`config.mk`:
```
export PLATFORM = sky130hd
export DESIGN_NAME = delta_timer_queue
export DESIGN_NICKNAME = d
export VERILOG_FILES = /design/src/dtq_pkg.sv /design/src/dtq_ctrl.sv /design/src/dtq_datapath.sv /design/src/delta_timer_queue.sv
export SDC_FILE = /design/constraint.sdc
export NUM_CORES = 1
export LEC_CHECK = 0
export CAP_MARGIN = 10
export CORE_MARGIN = 2
export CORE_UTILIZATION = 45
export DETAILED_ROUTE_END_ITERATION = 8
export DONT_BUFFER_PORTS = 1
export GPL_TIMING_DRIVEN = 1
export SETUP_SLACK_MARGIN = 0.05
export SLEW_MARGIN = 20
export SYNTH_ARGS = -nofsm -noshare
export SYNTH_HDL_FRONTEND = slang
export SYNTH_HIERARCHICAL = 1
export SYNTH_SLANG_ARGS = --single-unit
```
`constraint.sdc`:
```
create_clock -name clk -period 12.37 [get_ports clk]
set_input_delay 0.6185 -clock clk [delete_from_list [all_inputs] [get_ports clk]]
set_output_delay 0.6185 -clock clk [all_outputs]
set_load 0.02 [all_outputs]
```
`src/dtq_pkg.sv`:
```
// Package for the delta timer queue: sizes, beat types, status codes, control interface types.
package dtq_pkg;

	localparam int TIMER_ENTRIES = 16;
	localparam int DELAY_BITS    = 24;
	localparam int OWNER_BITS    = 8;
	localparam int MAX_RESULTS   = 16;

	localparam int IDX_W = (TIMER_ENTRIES > 1) ? $clog2(TIMER_ENTRIES) : 1;
	localparam int CNT_W = $clog2(TIMER_ENTRIES + 1);
	localparam int RES_W = $clog2(MAX_RESULTS + 1);

	typedef logic [IDX_W-1:0]      idx_t;
	typedef logic [CNT_W-1:0]      cnt_t;
	typedef logic [RES_W-1:0]      res_cnt_t;
	typedef logic [DELAY_BITS-1:0] delay_t;
	typedef logic [OWNER_BITS-1:0] owner_t;

	typedef enum logic [1:0] {
		STATUS_NONE    = 2'd0,
		STATUS_ADDED   = 2'd1,
		STATUS_FULL    = 2'd2,
		STATUS_EXPIRED = 2'd3
	} status_t;

	typedef enum logic {
		FUNC_TICK = 1'b0,
		FUNC_ADD  = 1'b1
	} func_t;

	typedef struct packed {
		logic                  func;
		owner_t                owner_id;
		delay_t                delay;
	} item_t;

	typedef struct packed {
		logic [1:0]            status;
		owner_t                expired_owner;
		logic                  last;
	} result_t;

	typedef enum logic [2:0] {
		OP_IDLE   = 3'd0,
		OP_ACCEPT = 3'd1,
		OP_WALK   = 3'd2,
		OP_LINK1  = 3'd3,
		OP_LINK2  = 3'd4,
		OP_DEC    = 3'd5,
		OP_CHECK  = 3'd6
	} op_t;

	typedef struct packed {
		op_t op;
	} cmd_t;

	typedef struct packed {
		logic full;
		logic tick_idle;
		logic walk_go;
		logic expire;
	} stat_t;

endpackage

```
`src/dtq_ctrl.sv`:
```
// Controller state machine for the delta timer queue.
module dtq_ctrl import dtq_pkg::*; (
	input  logic  clk,
	input  logic  arst_n,
	input  logic  start,
	input  logic  func,
	input  stat_t stat,
	output cmd_t  cmd,
	output logic  busy
);

	typedef enum logic [5:0] {
		S_IDLE  = 6'b000001,
		S_WALK  = 6'b000010,
		S_LINK1 = 6'b000100,
		S_LINK2 = 6'b001000,
		S_DEC   = 6'b010000,
		S_CHECK = 6'b100000
	} state_t;

	state_t state_q, state_d;

	always_comb begin
		state_d = state_q;
		cmd.op  = OP_IDLE;
		case (state_q)
			S_IDLE: begin
				if (start) begin
					cmd.op = OP_ACCEPT;
					if (func == FUNC_ADD) begin
						state_d = stat.full ? S_IDLE : S_WALK;
					end else begin
						state_d = stat.tick_idle ? S_IDLE : S_DEC;
					end
				end
			end
			S_WALK: begin
				cmd.op = OP_WALK;
				if (!stat.walk_go) state_d = S_LINK1;
			end
			S_LINK1: begin
				cmd.op  = OP_LINK1;
				state_d = S_LINK2;
			end
			S_LINK2: begin
				cmd.op  = OP_LINK2;
				state_d = S_IDLE;
			end
			S_DEC: begin
				cmd.op  = OP_DEC;
				state_d = S_CHECK;
			end
			S_CHECK: begin
				cmd.op = OP_CHECK;
				if (!stat.expire) state_d = S_IDLE;
			end
			default: begin
				state_d = S_IDLE;
			end
		endcase
	end

	always_ff @(posedge clk or negedge arst_n) begin
		if (!arst_n) begin
			state_q <= S_IDLE;
		end else begin
			state_q <= state_d;
		end
	end

	assign busy = (state_q != S_IDLE);

endmodule

```
`src/dtq_datapath.sv`:
```
// Datapath of the delta timer queue: entry pool, list pointers, walk registers, result register.
module dtq_datapath import dtq_pkg::*; (
	input  logic    clk,
	input  logic    arst_n,
	input  cmd_t    cmd,
	input  item_t   item,
	output stat_t   stat,
	output result_t result,
	output logic    result_valid
);

	delay_t entry_delta_q [TIMER_ENTRIES];
	owner_t entry_owner_q [TIMER_ENTRIES];
	idx_t   entry_link_q  [TIMER_ENTRIES];

	idx_t     free_head_q, queue_head_q, fresh_q, cur_q, prev_q;
	cnt_t     free_count_q, len_q, walk_cnt_q;
	logic     nonempty_q, has_cur_q, has_prev_q, pend_v_q, result_valid_q;
	delay_t   d_q;
	owner_t   pend_owner_q;
	res_cnt_t exp_cnt_q;
	result_t  result_q;

	idx_t   rd_idx;
	delay_t rd_delta;
	owner_t rd_owner;
	idx_t   rd_link;

	logic   delta_we, link_we;
	idx_t   delta_wa, link_wa;
	delay_t delta_wd;
	idx_t   link_wd;

	cnt_t   len_new;
	delay_t d_new;

	// one shared read address for all three arrays
	always_comb begin
		case (cmd.op)
			OP_WALK, OP_LINK1, OP_LINK2: rd_idx = cur_q;
			OP_DEC, OP_CHECK:            rd_idx = queue_head_q;
			default:                     rd_idx = free_head_q;
		endcase
	end

	assign rd_delta = entry_delta_q[rd_idx];
	assign rd_owner = entry_owner_q[rd_idx];
	assign rd_link  = entry_link_q[rd_idx];

	assign len_new = cnt_t'(TIMER_ENTRIES) - free_count_q;
	assign d_new   = (item.delay == '0) ? delay_t'(1) : item.delay;

	assign stat.full      = (free_count_q == '0);
	assign stat.tick_idle = !nonempty_q || (free_count_q >= cnt_t'(TIMER_ENTRIES));
	assign stat.walk_go   = has_cur_q && (d_q > rd_delta);
	assign stat.expire    = (exp_cnt_q < res_cnt_t'(MAX_RESULTS)) && nonempty_q
	                        && (rd_delta == '0);

	// single write port per array
	always_comb begin
		delta_we = 1'b0;
		delta_wa = fresh_q;
		delta_wd = d_q;
		link_we  = 1'b0;
		link_wa  = fresh_q;
		link_wd  = has_cur_q ? cur_q : '0;
		case (cmd.op)
			OP_LINK1: begin
				delta_we = 1'b1;
				link_we  = 1'b1;
			end
			OP_LINK2: begin
				delta_we = has_cur_q;
				delta_wa = cur_q;
				delta_wd = rd_delta - d_q;
				link_we  = has_prev_q;
				link_wa  = prev_q;
				link_wd  = fresh_q;
			end
			OP_DEC: begin
				delta_we = (rd_delta != '0);
				delta_wa = queue_head_q;
				delta_wd = rd_delta - delay_t'(1);
			end
			OP_CHECK: begin
				// return the expiring head to the free list
				link_we = stat.expire;
				link_wa = queue_head_q;
				link_wd = free_head_q;
			end
			default: begin
			end
		endcase
	end

	always_ff @(posedge clk) begin
		if (delta_we) entry_delta_q[delta_wa] <= delta_wd;
		if (cmd.op == OP_ACCEPT && item.func == FUNC_ADD && !stat.full) begin
			entry_owner_q[free_head_q] <= item.owner_id;
		end
	end

	always_ff @(posedge clk or negedge arst_n) begin
		if (!arst_n) begin
			for (int i = 0; i < TIMER_ENTRIES; i++) begin
				entry_link_q[i] <= idx_t'((i + 1) % TIMER_ENTRIES);
			end
		end else if (link_we) begin
			entry_link_q[link_wa] <= link_wd;
		end
	end

	always_ff @(posedge clk or negedge arst_n) begin
		if (!arst_n) begin
			free_head_q    <= '0;
			free_count_q   <= cnt_t'(TIMER_ENTRIES);
			queue_head_q   <= '0;
			nonempty_q     <= 1'b0;
			fresh_q        <= '0;
			cur_q          <= '0;
			prev_q         <= '0;
			len_q          <= '0;
			walk_cnt_q     <= '0;
			has_cur_q      <= 1'b0;
			has_prev_q     <= 1'b0;
			d_q            <= '0;
			pend_v_q       <= 1'b0;
			pend_owner_q   <= '0;
			exp_cnt_q      <= '0;
			result_valid_q <= 1'b0;
			result_q       <= '0;
		end else begin
			result_valid_q <= 1'b0;
			case (cmd.op)
				OP_ACCEPT: begin
					if (item.func == FUNC_ADD) begin
						if (stat.full) begin
							result_valid_q <= 1'b1;
							result_q       <= '{STATUS_FULL, '0, 1'b1};
						end else begin
							// pop the free head, then start the walk at the queue head
							fresh_q      <= free_head_q;
							free_head_q  <= rd_link;
							free_count_q <= free_count_q - cnt_t'(1);
							len_q        <= len_new;
							d_q          <= d_new;
							cur_q        <= queue_head_q;
							has_cur_q    <= nonempty_q && (len_new != '0);
							has_prev_q   <= 1'b0;
							walk_cnt_q   <= '0;
						end
					end else begin
						if (stat.tick_idle) begin
							result_valid_q <= 1'b1;
							result_q       <= '{STATUS_NONE, '0, 1'b1};
						end
						exp_cnt_q <= '0;
						pend_v_q  <= 1'b0;
					end
				end
				OP_WALK: begin
					if (stat.walk_go) begin
						d_q        <= d_q - rd_delta;
						prev_q     <= cur_q;
						has_prev_q <= 1'b1;
						walk_cnt_q <= walk_cnt_q + cnt_t'(1);
						if ((walk_cnt_q + cnt_t'(1)) >= len_q) begin
							has_cur_q <= 1'b0;
						end else begin
							cur_q <= rd_link;
						end
					end
				end
				OP_LINK2: begin
					if (!has_prev_q) queue_head_q <= fresh_q;
					nonempty_q     <= 1'b1;
					result_valid_q <= 1'b1;
					result_q       <= '{STATUS_ADDED, '0, 1'b1};
				end
				OP_CHECK: begin
					// hold each expiry in a pending register so the final beat can carry last
					if (stat.expire) begin
						if (pend_v_q) begin
							result_valid_q <= 1'b1;
							result_q       <= '{STATUS_EXPIRED, pend_owner_q, 1'b0};
						end
						pend_v_q     <= 1'b1;
						pend_owner_q <= rd_owner;
						exp_cnt_q    <= exp_cnt_q + res_cnt_t'(1);
						free_head_q  <= queue_head_q;
						free_count_q <= free_count_q + cnt_t'(1);
						if ((free_count_q + cnt_t'(1)) >= cnt_t'(TIMER_ENTRIES)) begin
							nonempty_q   <= 1'b0;
							queue_head_q <= '0;
						end else begin
							queue_head_q <= rd_link;
						end
					end else begin
						result_valid_q <= 1'b1;
						if (pend_v_q) begin
							result_q <= '{STATUS_EXPIRED, pend_owner_q, 1'b1};
						end else begin
							result_q <= '{STATUS_NONE, '0, 1'b1};
						end
						pend_v_q <= 1'b0;
					end
				end
				default: begin
				end
			endcase
		end
	end

	assign result       = result_q;
	assign result_valid = result_valid_q;

endmodule

```
`src/delta_timer_queue.sv`:
```
// Top level of the delta timer queue: controller and datapath.
//
//   channel   ports                       accepted when
//   item      start, busy, item           start && !busy at a rising edge
//   result    result_valid, result        result_valid high (one cycle per beat)
//
// Add: accept, then WALK past each queued entry whose delta is below the remaining delay,
// then LINK1 and LINK2; the result beat shows in the cycle after LINK2.
// Pool full or idle tick: the result beat shows the cycle after the accept.
// Tick: accept, DEC, then CHECK while expiries remain (at most MAX_RESULTS) and once more;
// expiry beats come one per cycle. busy is low again when the last beat shows.
// Reset clears the queue and rebuilds the free chain at once; no clearing pass.
// The receiver cannot stall: each result beat is valid for exactly one cycle.
module delta_timer_queue import dtq_pkg::*; (
	input  logic    clk,
	input  logic    arst_n,
	input  logic    start,
	output logic    busy,
	input  item_t   item,
	output result_t result,
	output logic    result_valid
);

	cmd_t  cmd;
	stat_t stat;

	dtq_ctrl u_ctrl (
		.clk    (clk),
		.arst_n (arst_n),
		.start  (start),
		.func   (item.func),
		.stat   (stat),
		.cmd    (cmd),
		.busy   (busy)
	);

	dtq_datapath u_datapath (
		.clk          (clk),
		.arst_n       (arst_n),
		.cmd          (cmd),
		.item         (item),
		.stat         (stat),
		.result       (result),
		.result_valid (result_valid)
	);

endmodule
```
==> metrics.txt <==
# TYPE chip_impl_metric gauge
chip_impl_metric{name="routed_wl",unit="microns"} 78500
chip_impl_metric{name="postSynthRegisterBits",unit=""} 670
chip_impl_metric{name="netlist-cell-type-count",unit=""} 83
chip_impl_metric{name="worstHoldPathCells",unit=""} 1
chip_impl_metric{name="final.setup.tns",unit="ns"} 0
chip_impl_info{name="mostFrequentLayoutCells",value="edfxtp_1 (512), nand2_1 (397), nand3_1 (133)"} 1
chip_impl_metric{name="ff2ff_path_depth",unit=""} 24
chip_impl_metric{name="initial_core_util",unit="%"} 45.6
chip_impl_metric{name="die_width",unit="microns"} 265
chip_impl_metric{name="top_level_ports",unit=""} 49
chip_impl_metric{name="cp.required",unit="ns"} 12.93
chip_impl_metric{name="netlist_area",unit="sq mm"} 0.0307
chip_impl_metric{name="grt_first_pass_wirelength",unit="microns"} 118000
chip_impl_metric{name="max_slew.worst_pin.slew",unit="ns"} 1.15
chip_impl_metric{name="synth.yosys.seq_area_share",unit="%"} 63.0
chip_impl_info{name="reg2reg_to",value="u_datapath/d_q[23]"} 1
chip_impl_info{name="postSynth.topFlopCell",value="edfxtp_1"} 1
chip_impl_metric{name="final-hold-violation-count",unit=""} 0
chip_impl_metric{name="cts_sinks",unit=""} 670
chip_impl_info{name="crit_slowest_cell",value="nand2_1"} 1
chip_impl_metric{name="clk_pin_slew",unit="ns"} 0.06
chip_impl_metric{name="final_min_period_over_clock_period",unit="%"} 66.1
chip_impl_metric{name="asyncSetResetFlopFracSynth",unit="%"} 23.6
chip_impl_info{name="outcome",value="completed"} 1
chip_impl_info{name="maxUsedRoutingLayer",value="met4"} 1
chip_impl_metric{name="grt_residual_overflow",unit=""} 0
chip_impl_metric{name="timing.critical_path.slowest_cell_delay",unit="ns"} 0.85
chip_impl_info{name="crit_path_cell_trace",value="xor2_1 -> o21ai_1 -> nor4_2 -> buf_4 -> nand2b_2 -> buf_4 -> nor2_2 -> nor3b_2 -> buf_4 -> mux4_2 -> a22oi_1 -> nand2_1 -> fa_1 -> nand2b_1 -> a21boi_0 -> o21a_1 -> o21a_1 -> nand2_1 -> a31oi_2 -> nand2_1 -> nand2_1 -> and3_1 -> mux2i_1 -> nand3_1"} 1
chip_impl_metric{name="htree_num_levels",unit=""} 3
chip_impl_info{name="cts_root_buffer",value="clkbuf_16"} 1
chip_impl_metric{name="crit_path_max_fanout",unit=""} 62
chip_impl_info{name="cts_tree",value="yes"} 1
chip_impl_info{name="critical_path_class",value="flop to flop"} 1
chip_impl_metric{name="dr_wl_met3",unit="microns"} 5400
chip_impl_info{name="cp_top_family",value="simple AND/OR/NAND/NOR gates"} 1
chip_impl_info{name="critical_path.startpoint_type",value="flop"} 1
chip_impl_info{name="r2r-start",value="u_ctrl/state_q[2]"} 1
chip_impl_metric{name="detailedRoute.firstPassIterationCount",unit=""} 6
chip_impl_metric{name="min_period",unit="ns"} 8.17
chip_impl_info{name="worstHoldPathType",value="input port to flop"} 1
chip_impl_metric{name="synthCells",unit=""} 2298
chip_impl_metric{name="total_of_cells_resized_after_clock_tree_synthesis",unit=""} 0
chip_impl_metric{name="grt_pass1_vias",unit=""} 19055
chip_impl_metric{name="portBuffers",unit=""} 0
chip_impl_metric{name="antennaDiodeCount",unit=""} 0
chip_impl_info{name="critical_path.most_common_cell",value="nand2_1"} 1
chip_impl_metric{name="nNetsFinal",unit=""} 2410
chip_impl_metric{name="dieHeight",unit="microns"} 265
chip_impl_metric{name="yosysWarningCount",unit=""} 6
chip_impl_metric{name="avgViaCountPerCell",unit=""} 5.99
chip_impl_metric{name="worst-path-buf-inv",unit=""} 3
chip_impl_metric{name="coreArea",unit="sq mm"} 0.0674
chip_impl_metric{name="remaining_max_slew_budget_at_the_tightest_pin",unit="%"} 23.3
chip_impl_metric{name="wl_met1",unit="microns"} 35400
chip_impl_metric{name="synth_nets",unit=""} 2395
chip_impl_metric{name="post-route-drc-count",unit=""} 0
chip_impl_metric{name="worst_endpoint_data_arrival_time",unit="ns"} 8.73
chip_impl_metric{name="post-dp-hpwl",unit="microns"} 46900
chip_impl_info{name="whs_endpoint",value="u_ctrl/state_q[4]"} 1
chip_impl_metric{name="insertion_delay",unit="ns"} 0.64
chip_impl_metric{name="met2_wirelength",unit="microns"} 36000
chip_impl_metric{name="postRouteAntennaNets",unit=""} 0
chip_impl_metric{name="synth_edf_count",unit=""} 512
chip_impl_metric{name="finalMaxSlewViolations",unit=""} 0
chip_impl_metric{name="dieArea",unit="sq mm"} 0.0704
chip_impl_metric{name="wl_per_cell",unit="microns"} 24.2
chip_impl_metric{name="antenna_violations_before_repair",unit=""} 0
chip_impl_metric{name="clock_tree.buffer_depth",unit=""} 3
chip_impl_info{name="final_common_cell",value="edfxtp_1"} 1
chip_impl_metric{name="grt_start_max_net_pins",unit=""} 159
chip_impl_metric{name="initialDrtViolationCount",unit=""} 2189
chip_impl_metric{name="max_freq",unit="MHz"} 122
chip_impl_metric{name="cap_violations",unit=""} 0
chip_impl_info{name="grt_setup_unrepaired",value="false"} 1
chip_impl_metric{name="cts_buffers",unit=""} 76
chip_impl_metric{name="route.vias.total",unit=""} 19442
chip_impl_metric{name="rrSetupSlack",unit="ns"} 4.20
chip_impl_metric{name="std_cell_rows",unit=""} 95
chip_impl_metric{name="timing.clock.skew",unit="ns"} 0.0403
chip_impl_metric{name="final_layout_size_suffix_gt1_share",unit="%"} 18.1
chip_impl_info{name="hold_path_startpoint",value="item[32]"} 1
chip_impl_info{name="category_of_the_worst_setup_path_capture_point",value="flop"} 1
chip_impl_metric{name="timing.final.setup_violations",unit=""} 0
chip_impl_metric{name="average_instance_area_after_synthesis",unit="sq um"} 13.4
chip_impl_metric{name="global_route.usage.total",unit="%"} 22.3
chip_impl_metric{name="gp_routability_congestion",unit=""} 0.895
chip_impl_metric{name="area_delta_synth_final",unit="%"} 12.7
[cell usage after synthesis (27+ instances only)]
library cell	n	area share [%]
dfstp_2	34	2.9
mux2_2	52	1.9
ha_1	59	2.4
nand3_1	133	2.2
a22oi_1	49	1.2
mux4_2	96	7.0
inv_1	45	0.55
clkbuf_1	81	0.99
edfxtp_1	512	50
a21oi_1	63	1.0
nor2_1	106	1.3
o21ai_0	74	1.2
dfrtp_1	124	10
mux2_1	27	0.99
nand2_1	398	4.9
xnor2_1	31	0.88
[worst reg2reg max path, stage by stage, from the launching register on]
cell and delay (ns):
dfrtp_1 0.51, xor2_1 0.18, o21ai_1 0.08, nor4_2 0.15, buf_4 0.46, nand2b_2 0.22
buf_4 0.48, nor2_2 0.17, nor3b_2 0.33, buf_4 0.71, mux4_2 0.61, a22oi_1 0.22
nand2_1 0.20, fa_1 0.46, nand2b_1 0.16, a21boi_0 0.25, o21a_1 0.22, o21a_1 0.20
nand2_1 0.08, a31oi_2 0.54, nand2_1 0.62, nand2_1 0.86, and3_1 0.27, mux2i_1 0.07
nand3_1 0.07
[kinds of logic (layout without fill, tap and decap cells)]
family / count (synthesis) / in the layout / share of synthesized area (%)
compound gates: 363 / 363 / 8.51
flops: 670 / 670 / 63.0
mux: 200 / 200 / 10.7
buf+inv: 173 / 248 / 2.37
xor+xnor: 48 / 48 / 1.37
fa+ha+maj: 61 / 61 / 2.53
simple gates: 783 / 783 / 11.5
[layout make-up]
| type | instances | area, sq um |
|---|---|---|
| fill | 5600 | 32700 |
| sequential | 670 | 19400 |
| clock buffer | 92 | 2010 |
| multi-input combinational | 1455 | 10900 |
| clock inverter | 46 | 452 |
| timing repair buffer | 65 | 668 |
| inverter | 45 | 169 |
| tap | 873 | 1090 |
[how the worst max path moves through the flow]
stage,start,end,cells past startpoint
2_1_floorplan,u_ctrl/state_q[5],u_datapath/entry_delta_q[0][22],26
5_1_grt,u_ctrl/state_q[2],u_datapath/d_q[23],25
6_report,u_ctrl/state_q[2],u_datapath/d_q[23],24
3_3_place_gp,u_ctrl/state_q[5],u_datapath/d_q[23],24
4_1_cts,u_ctrl/state_q[2],u_datapath/d_q[23],24
3_5_place_dp,u_ctrl/state_q[2],u_datapath/d_q[23],24
[per-stage QoR]
| stage | hold slack [ns] | worst slack, ns | instance area (sq um) | util (%) | std cells |
|---|---|---|---|---|---|
| 2_1_floorplan | 0.323 | 5.97 | 30700 | - | 2298 |
| 4_1_cts | 0.0148 | 3.70 | 34500 | 51.2 | 3239 |
| 5_1_grt | 0.0498 | 3.48 | 34700 | 51.4 | 3246 |
| 3_5_place_dp | 0.328 | 3.74 | 32000 | 47.5 | 3100 |
| 6_report | 0.0701 | 4.20 | 34700 | 51.4 | 3246 |
| 3_3_place_gp | 0.326 | 3.99 | 31900 | 47.4 | 3098 |
[registers in the layout, summed over array words and instances, names as in the netlist]
name	flops
u_datapath/entry_delta_q	384
u_datapath/entry_owner_q	128
u_datapath/entry_link_q	64
u_datapath/d_q	24
u_datapath/result	11
u_datapath/pend_owner_q	8
u_ctrl/state_q	6
u_datapath/exp_cnt_q	5
u_datapath/free_count_q	5
u_datapath/len_q	5
u_datapath/walk_cnt_q	5
u_datapath/cur_q	4
u_datapath/free_head_q	4
u_datapath/fresh_q	4
u_datapath/prev_q	4
u_datapath/queue_head_q	4
u_datapath/has_cur_q	1
u_datapath/has_prev_q	1
u_datapath/nonempty_q	1
u_datapath/pend_v_q	1
u_datapath/result_valid	1
[metal layers]
layer	track usage, %	vias to the layer above
li1	-	8701
met1	32.7	9973
met2	34.4	653
met3	3.55	115
met4	6.47	0
met5	0	-
[repair_timing]
item,CTS,global route
endpoints found under the hold margin,158,2
buffers inserted,0,0
hold buffers,1,1
Power is not shown: default switching activity piles up to over one toggle a cycle in this logic, so the estimate is an artifact.
